==> src/sv/brb_pkg.sv <==
// Shared types and constants for the byte ring buffer.
`timescale 1ns / 1ps
`default_nettype none

package brb_pkg;

  localparam int unsigned KIND_W     = 4;
  localparam int unsigned DATA_W     = 8;
  localparam int unsigned AMT_W      = 10;
  localparam int unsigned DMA_W      = 11;
  localparam int unsigned CFG_W      = 11;
  localparam int unsigned CNT_W      = 10;
  localparam int unsigned SIZE_MIN   = 2;
  localparam int unsigned SIZE_RESET = 1024;

  typedef enum logic [KIND_W-1:0] {
    KIND_WRITE   = 4'd0,
    KIND_READ    = 4'd1,
    KIND_PEEK    = 4'd2,
    KIND_BLOCK   = 4'd3,
    KIND_SKIP    = 4'd4,
    KIND_DMA     = 4'd5,
    KIND_RESET   = 4'd6,
    KIND_CLR_OVF = 4'd7,
    KIND_STATUS  = 4'd8
  } kind_e;

  // Commands from the controller to the datapath.
  typedef struct packed {
    logic capture;
    logic cfg_write;
    logic write_byte;
    logic read_tail;
    logic peek_read;
    logic blk_start;
    logic skip;
    logic div_start;
    logic div_step;
    logic dma_nh;
    logic dma_apply;
    logic clear_idx;
    logic clear_ovf;
    logic set_fail;
    logic out_load;
    logic out_last;
  } cmd_t;

  // Status from the datapath to the controller.
  typedef struct packed {
    logic [KIND_W-1:0] kind;
    logic              full;
    logic              empty;
    logic              peek_fail;
    logic              blk_len_zero;
    logic              blk_last;
    logic              div_done;
    logic              out_ready;
  } sts_t;

endpackage

`default_nettype wire

==> src/sv/brb_ctrl.sv <==
// Controller state machine of the byte ring buffer.
`timescale 1ns / 1ps
`default_nettype none

module brb_ctrl (
  input  wire logic          clk_i,
  input  wire logic          rst_ni,
  input  wire logic          in_valid_i,
  output logic               in_stall_o,
  input  wire logic          cfg_valid_i,
  output logic               cfg_ready_o,
  input  wire brb_pkg::sts_t sts_i,
  output brb_pkg::cmd_t      cmd_o
);
  import brb_pkg::*;

  typedef enum logic [7:0] {
    ST_IDLE      = 8'b0000_0001,
    ST_DISPATCH  = 8'b0000_0010,
    ST_EMIT      = 8'b0000_0100,
    ST_BLK_OUT   = 8'b0000_1000,
    ST_DIV       = 8'b0001_0000,
    ST_DMA_NH    = 8'b0010_0000,
    ST_DMA_APPLY = 8'b0100_0000,
    ST_SPARE     = 8'b1000_0000
  } state_e;

  state_e state_q, state_d;

  always_comb begin
    cmd_o   = '0;
    state_d = state_q;
    case (state_q)
      ST_IDLE: begin
        cmd_o.cfg_write = cfg_valid_i;
        if (in_valid_i && !cfg_valid_i) begin
          cmd_o.capture = 1'b1;
          state_d       = ST_DISPATCH;
        end
      end
      ST_DISPATCH: begin
        state_d = ST_EMIT;
        case (sts_i.kind)
          KIND_WRITE: begin
            if (sts_i.full) cmd_o.set_fail = 1'b1;
            else            cmd_o.write_byte = 1'b1;
          end
          KIND_READ: begin
            if (sts_i.empty) cmd_o.set_fail = 1'b1;
            else             cmd_o.read_tail = 1'b1;
          end
          KIND_PEEK: begin
            if (sts_i.peek_fail) cmd_o.set_fail = 1'b1;
            else                 cmd_o.peek_read = 1'b1;
          end
          KIND_BLOCK: begin
            if (!sts_i.blk_len_zero) begin
              cmd_o.blk_start = 1'b1;
              cmd_o.read_tail = 1'b1;
              state_d         = ST_BLK_OUT;
            end
          end
          KIND_SKIP: begin
            cmd_o.skip = 1'b1;
          end
          KIND_DMA: begin
            cmd_o.div_start = 1'b1;
            state_d         = ST_DIV;
          end
          KIND_RESET: begin
            cmd_o.clear_idx = 1'b1;
          end
          KIND_CLR_OVF: begin
            cmd_o.clear_ovf = 1'b1;
          end
          default: begin
          end
        endcase
      end
      ST_EMIT: begin
        if (sts_i.out_ready) begin
          cmd_o.out_load = 1'b1;
          cmd_o.out_last = 1'b1;
          state_d        = ST_IDLE;
        end
      end
      ST_BLK_OUT: begin
        if (sts_i.out_ready) begin
          cmd_o.out_load = 1'b1;
          cmd_o.out_last = sts_i.blk_last;
          if (sts_i.blk_last) begin
            state_d = ST_IDLE;
          end else begin
            cmd_o.read_tail = 1'b1;
          end
        end
      end
      ST_DIV: begin
        if (sts_i.div_done) state_d = ST_DMA_NH;
        else                cmd_o.div_step = 1'b1;
      end
      ST_DMA_NH: begin
        cmd_o.dma_nh = 1'b1;
        state_d      = ST_DMA_APPLY;
      end
      ST_DMA_APPLY: begin
        cmd_o.dma_apply = 1'b1;
        state_d         = ST_EMIT;
      end
      default: begin
        state_d = ST_IDLE;
      end
    endcase
  end

  always_ff @(posedge clk_i or negedge rst_ni) begin
    if (!rst_ni) begin
      state_q <= ST_IDLE;
    end else begin
      state_q <= state_d;
    end
  end

  assign in_stall_o  = (state_q != ST_IDLE) || cfg_valid_i;
  assign cfg_ready_o = (state_q == ST_IDLE);

  a_state_onehot: assert property (@(posedge clk_i) disable iff (!rst_ni)
    $onehot(state_q))
    else $error("controller state not one-hot");

  a_blk_continues: assert property (@(posedge clk_i) disable iff (!rst_ni)
    (state_q == ST_BLK_OUT && cmd_o.out_load && !sts_i.blk_last) |=> state_q == ST_BLK_OUT)
    else $error("block read ended before its last byte");

  a_blk_no_overread: assert property (@(posedge clk_i) disable iff (!rst_ni)
    (state_q == ST_BLK_OUT && cmd_o.read_tail) |-> !sts_i.blk_last)
    else $error("block read fetched past its length");

endmodule

`default_nettype wire

==> config.mk <==
export PLATFORM = sky130hd
export DESIGN_NAME = brb_ctrl
export DESIGN_NICKNAME = d
export VERILOG_FILES = /design/src/sv/brb_pkg.sv /design/src/sv/brb_ctrl.sv
export SDC_FILE = /design/constraint.sdc
export NUM_CORES = 1
export LEC_CHECK = 0
export BUFFER_PORTS_ARGS = -buffer_cell sky130_fd_sc_hd__buf_4
export CAP_MARGIN = 20
export CORE_AREA = 5 5 44 46
export DETAILED_ROUTE_END_ITERATION = 6
export DIE_AREA = 0 0 49 51
export PLACE_DENSITY = 0.92
export SYNTH_ARGS = -nofsm -noshare
export SYNTH_HDL_FRONTEND = slang
export SYNTH_SLANG_ARGS = --single-unit
==> constraint.sdc <==
create_clock -name clk_i -period 4.6 [get_ports clk_i]
set_clock_uncertainty 0.2 [all_clocks]
set_input_delay 0.46 -clock clk_i [delete_from_list [all_inputs] [get_ports clk_i]]
set_output_delay 0.46 -clock clk_i [all_outputs]
set_load 0.01 [all_outputs]
==> flow_summary.toml, run 1 <==
[status]
status = "complete, no violations"

[timing]
max_freq_mhz = 388
max_slew.worst_pin.slew_ps = 375
min_period_over_period_pct = 56.0
slew_violations = 0
setup_tns_ps = 0
finalSetupViolCount = 0
rsz0062_at_grt = "false"
slew_headroom_pct = 74.8
finalHoldViolations = 0
min_period_ps = 2580

[floorplanning]
die_y_um = 51
floorplan.initialDensity_pct = 46.1
die_x_um = 49
core_mm2 = 0.00147
placementRows = 14
pin_count = 33
dieArea_mm2 = 0.00250

[clocking]
clock_sinks = 7
clock_latency_ps = 250
root_buffer = "clkbuf_4"
cts_setup_buffers = 0
htreeDepth = 1
cts_tree = "done"
clockBufferDepth = 2
clk_pin_slew_worst_paths_ps = 50
cts_buffers = 3

[final_layout]
largest_reg_flops = 7
area_delta_synth_final_pct = 38.6
top_regs = "state_q (7)"
design_area_um2 = 940
finalNetCount = 130
top_register = "state_q"
diodes = 0
final_common_cell = "buf_4"
mostFrequentLayoutCells = "32 x buf_4, 10 x nor2_1, 6 x nand2b_1, 6 x dfrtp_1, 5 x nand2_1"
drive_gt1_share_pct = 38.6

[yosys]
ys_seq_area_share_pct = 26.0
yosys_warnings = 0
synth_cell_type_count = 40
synth_adder_area_share_pct = 0
syn_area_um2 = 678
synth_compound_area_share_pct = 19.9
synth_mux_area_share_pct = 1.48
synth_top_family_by_area = "simple AND/OR/NAND/NOR gates"
synth-seq-cells = 7
syn_avg_cell_area_um2 = 8.27
syn_nets = 97
yosys.area_share.simple_pct = 43.2
synth_xor_area_share_pct = 2.58
syn-instance-count = 82

[power]
peakVddDrop_v = 0.000291
finalPower_uw = 265
powerDensity_mw_per_mm2 = 282
p_leak_nw = 0.414

[run]
maxCapViolations = 0

[routing]
first_pass_iters = 4
routedWlPerCell_um = 14.1
drt-initial-drc-count = 14
via_count = 716
ant_nets = 0
routed_wl_mm = 1.84
routed_via_density = 5.51
drc_errors = 0

[placement]
gp_congestion = 0.799
port_buffers = 32
hpwl_mm = 1.55
placed_area_um2 = 903

[grt]
grt_overflow_total = 0
grtUsageTotal_pct = 15.6
grt_pass1_wl_mm = 3.04
grt_max_degree = 12
grt_pass1_vias = 703
antenna_found_initial = 0

[setup_path]
crit_end = "cmd_o[13]"
crit_start = "state_q[4]"
reg2reg_setup_slack_ps = 2760
crit_path_end_kind = "output port"
r2r_cells = 4
worstReg2RegEnd = "state_q[3]"
cp.arrival_ps = 1920
cp-start-kind = "flip-flop"
crit_required_ps = 3940
worstReg2RegStart = "state_q[4]"
crit_type = "flip-flop to output port"
critical_path.max_fanout = 8

[hold_path]
hold_path.class = "input pin to flip-flop"
[per-layer routing]
| metal | up-vias | wire, um | global-route usage, % |
|---|---|---|---|
| li1 | 363 | - | - |
| met1 | 334 | 729 | 16.6 |
| met2 | 17 | 980 | 27.0 |
| met3 | 2 | 114 | 6.10 |
| met4 | 0 | 12 | 7.62 |
| met5 | - | 0 | 0 |
[critical path: stages, from the launching register on]
cell	delay [ps]
dfrtp_1	470
nor3_4	220
nand2_2	90
or4_4	560
nor4_2	170
buf_4	160
[layout make-up]
cell class                      instances  area [um^2]
Tap cell                               16         20.0
Sequential cell                         7          176
Inverter                                3         11.3
Multi-Input combinational cell         67          455
Clock buffer                            4         26.3
Fill cell                             133          532
Timing Repair Buffer                   33          250
[logic make-up after synthesis]
family,after synthesis
mux,1
compound gates,16
flops,7
buf+inv,8
simple gates,48
xor+xnor,2
[how the worst min path moves through the flow]
stage,from,end,slack [ps],cells after the start
floorplan,rst_ni,state_q[1],-40,0
global placement,rst_ni,state_q[3],70,1
detailed placement,rst_ni,state_q[3],70,1
CTS,cfg_valid_i,state_q[1],190,2
global route,cfg_valid_i,state_q[1],190,2
finish,cfg_valid_i,state_q[1],190,2
[metrics by stage]
step,utilization (%),std cells,setup slack (ps),hold WS [ps]
2_1_floorplan,-,82,2330,-35.6
3_3_place_gp,61.4,125,2350,74.6
3_5_place_dp,61.4,125,2300,74.7
4_1_cts,63.9,130,2020,185
5_1_grt,63.9,130,1920,191
6_report,63.9,130,2020,193
[cells in the mapped netlist, drive strengths merged]
master	count	area (um^2)
nand4	1	6.26
dfstp	1	26.3
buf	3	27.5
o32ai	3	26.3
o2bb2ai	1	8.76
or4	1	11.3
nor3b	2	15.0
clkbuf	2	7.51
nand3	4	20.0
a211oi	2	20.0
xnor2	1	8.76
nor2	11	48.8
xor2	1	8.76
o31ai	1	21.3
mux2i	1	10.0
nor2b	3	18.8
nand3b	2	15.0
o211ai	1	7.51
nor3	6	46.3
a21oi	1	5.00
inv	3	11.3
o21ai	4	20.0
and3	1	6.26
and4	2	17.5
o22a	1	8.76
and2	1	6.26
dfrtp	6	150
a32oi	1	8.76
nand2	6	25.0
a211o	1	8.76
nor4	2	18.8
nand2b	6	37.5
[power by group]
part | leakage (nW) | internal [mW] | switching [mW] | total [mW]
logic | 0.305 | 0.0619 | 0.0640 | 0.126
clock network | 0.0150 | 0.0330 | 0.0218 | 0.0548
registers | 0.0936 | 0.0721 | 0.0125 | 0.0846
[repair_timing]
item,CTS,global route
hold buffers,1,0
resized for setup,0,0
endpoints found under the hold margin,7,0
Note: power is estimated with default switching activity, not from simulation.
==> run 2, diff against run 1 <==
--- a/config.mk
+++ b/config.mk
@@ -5,12 +5,13 @@
 export SDC_FILE = /design/constraint.sdc
 export NUM_CORES = 1
 export LEC_CHECK = 0
+export ABC_AREA = 1
 export BUFFER_PORTS_ARGS = -buffer_cell sky130_fd_sc_hd__buf_4
 export CAP_MARGIN = 20
-export CORE_AREA = 5 5 44 46
+export CORE_AREA = 5 5 46 48
 export DETAILED_ROUTE_END_ITERATION = 6
-export DIE_AREA = 0 0 49 51
-export PLACE_DENSITY = 0.92
+export DIE_AREA = 0 0 51 53
+export PLACE_DENSITY = 0.86
 export SYNTH_ARGS = -nofsm -noshare
 export SYNTH_HDL_FRONTEND = slang
 export SYNTH_SLANG_ARGS = --single-unit
==> constraint.sdc (replaced) <==
create_clock -name clk_i -period 2.4 [get_ports clk_i]
set_clock_uncertainty 0.2 [all_clocks]
set_input_delay 0.24 -clock clk_i [delete_from_list [all_inputs] [get_ports clk_i]]
set_output_delay 0.24 -clock clk_i [all_outputs]
set_load 0.01 [all_outputs]
==> run 2 against run 1 <==
Effect of this change: synthesized cell count increased by 30%; area after synthesis increased by 3.1%; core utilization decreased by 3.5 points; power increased by 80%; largest cell class unchanged; largest power group unchanged.
==> flow_summary.toml, run 2 <==
[timing]
setup_tns_ps = 0
min_period_ps = 2000
min_period_over_period_pct = 83.4
max_slew.worst_pin.slew_ps = 218
finalHoldViolations = 0
rsz0062_at_grt = "false"
worst_hold_slack_ps = 86.4
slew_headroom_pct = 85.4
slew_violations = 0
max_freq_mhz = 500
fin_ws_ps = 399
finalSetupViolCount = 0

[floorplanning]
pin_count = 33
core_mm2 = 0.00167
placementRows = 15
dieArea_mm2 = 0.00270
floorplan.initialDensity_pct = 41.9
die_y_um = 53
die_x_um = 51

[routing]
drc_errors = 0
first_pass_iters = 4
drt-initial-drc-count = 14
routed_via_density = 4.99
routed_wl_mm = 1.83
via_count = 809
ant_nets = 0
routedWlPerCell_um = 11.3

[placement]
dp.cells = 156
post-place-ws_ps = 684
hpwl_mm = 1.58
port_buffers = 32
gp_congestion = 0.944
placed_area_um2 = 961

[final_layout]
post-route-util_pct = 60.4
design_area_mm2 = 0.00101
fin_cells = 162
largest_reg_flops = 7
final_common_cell = "buf_4"
fillers = 145
diodes = 0
drive_gt1_share_pct = 44.1
mostFrequentLayoutCells = "32 x buf_4, 19 x nor2_1, 19 x nand2_1, 14 x nand3_1, 12 x inv_1"
top_register = "state_q"
top_regs = "state_q (7)"
area_delta_synth_final_pct = 44.2
finalNetCount = 161

[clocking]
cts_resized = 0
clockBufferDepth = 2
clk_pin_slew_worst_paths_ps = 60
cts_setup_buffers = 0
root_buffer = "clkbuf_4"
htreeDepth = 1
cts_hold_buf = 2
clock_latency_ps = 260
cts_buffers = 3
clock_sinks = 7
cts_tree = "done"

[power]
p_seq_share_pct = 31.1
swShare_pct = 39.5
peakVddDrop_v = 0.000273
p_leak_nw = 0.513
p_comb_share_pct = 46.0
powerDensity_mw_per_mm2 = 475
p_clk_share_pct = 22.8
p_sw_uw = 189
p_int_uw = 290
finalPower_uw = 479

[yosys]
synth_top_family_by_area = "simple AND/OR/NAND/NOR gates"
synth_compound_area_share_pct = 9.30
synth_cell_type_count = 21
async_flop_share_pct = 100
synth-seq-cells = 7
yosys_warnings = 0
synth_mux_area_share_pct = 0
syn_area_um2 = 699
post-synth-top-area-fraction_pct = 21.5
synth_xor_area_share_pct = 0
yosys.area.top_type = "dfrtp_1"
synth_adder_area_share_pct = 0
ys_seq_area_share_pct = 25.2
synth-main-ff-cell = "dfrtp_1"
ys_top_cells_by_count = "19 x nand2_1, 19 x nor2_1, 14 x nand3_1, 12 x inv_1, 9 x inv_2"
yosys.area_share.simple_pct = 54.2
syn-instance-count = 107
syn_nets = 122
synth_edf_count = 0
synthTopCellsByArea = "dfrtp_1 21%, nand2_1 10%, nor2_1 10%, nand3_1 10%, nor2_4 8.1%"
syn_avg_cell_area_um2 = 6.54

[setup_path]
crit_path_end_kind = "output port"
r2r_cells = 9
path_cells = "nor2_1 > nand3_1 > nor2_4 > nand3_2 > nor3_2 > buf_4"
cp-start-kind = "flip-flop"
slowest_delay_ps = 410
worst-path-buf-inv = 1
crit_start = "state_q[3]"
cp.arrival_ps = 1560
cp.depth = 6
crit_type = "flip-flop to output port"
critical_path.max_fanout = 7
worstReg2RegStart = "state_q[0]"
cp_slowest_cell = "dfrtp_1"
crit_required_ps = 1960
cp_top_family = "simple AND/OR/NAND/NOR gates"

[grt]
grt_pass1_vias = 751
grt_overflow_total = 0
antenna_found_initial = 0
grtUsageTotal_pct = 14.8
grt_pass1_wl_mm = 2.95
grt_max_degree = 10

[run]
maxCapViolations = 0

[status]
status = "complete, no violations"

[hold_path]
hold_path.class = "input pin to flip-flop"
hold_depth = 4
worstHoldStart = "sts_i[3]"
[run 2: worst min-delay path, cell delays in order]
cell and delay [ps]:
buf_4 100, nor2_4 40, nand3_1 70, nand2_1 50
[run 2: worst paths after layout]
path | end | slack, ps
setup / recovery | cmd_o[4] | 400
hold / removal | state_q[3] | 90
setup reg to reg | state_q[3] | 910
hold reg to reg | state_q[3] | 350
max in group asynchronous | state_q[0] | 1660
min in group asynchronous | state_q[2] | 120
[run 2: layer usage]
layer  vias up  global-route usage, %  routed length, um
li1        418                      -                  -
met1       350                   14.7                677
met2        37                   27.5                946
met3         4                   2.82                155
met4         0                   10.8                 47
met5         -                      0                  0
[run 2: cell families after synthesis]
logic type,count (synthesis)
buffers and inverters,21
AOI/OAI and AO/OA,9
DFF,7
and+or+nand+nor,70
[run 2: area by class of cell]
| type | instances | area, um^2 | area share, % |
|---|---|---|---|
| Tap cell | 17 | 21.3 | 2.11 |
| Timing Repair Buffer | 34 | 260 | 25.8 |
| Clock inverter | 1 | 5.00 | 0.496 |
| Inverter | 21 | 78.8 | 7.82 |
| Clock buffer | 3 | 22.5 | 2.23 |
| Multi-Input combinational cell | 79 | 444 | 44.0 |
| Sequential cell | 7 | 176 | 17.5 |
[run 2: power groups by stage]
stage | registers, mW | logic [mW] | clock network, mW
after floorplan | 0.148 | 0.134 | 0
after global placement | 0.150 | 0.216 | 0
after detailed placement | 0.151 | 0.219 | 0
after CTS | 0.149 | 0.223 | 0.111
after global routing | 0.151 | 0.253 | 0.118
final | 0.149 | 0.220 | 0.109
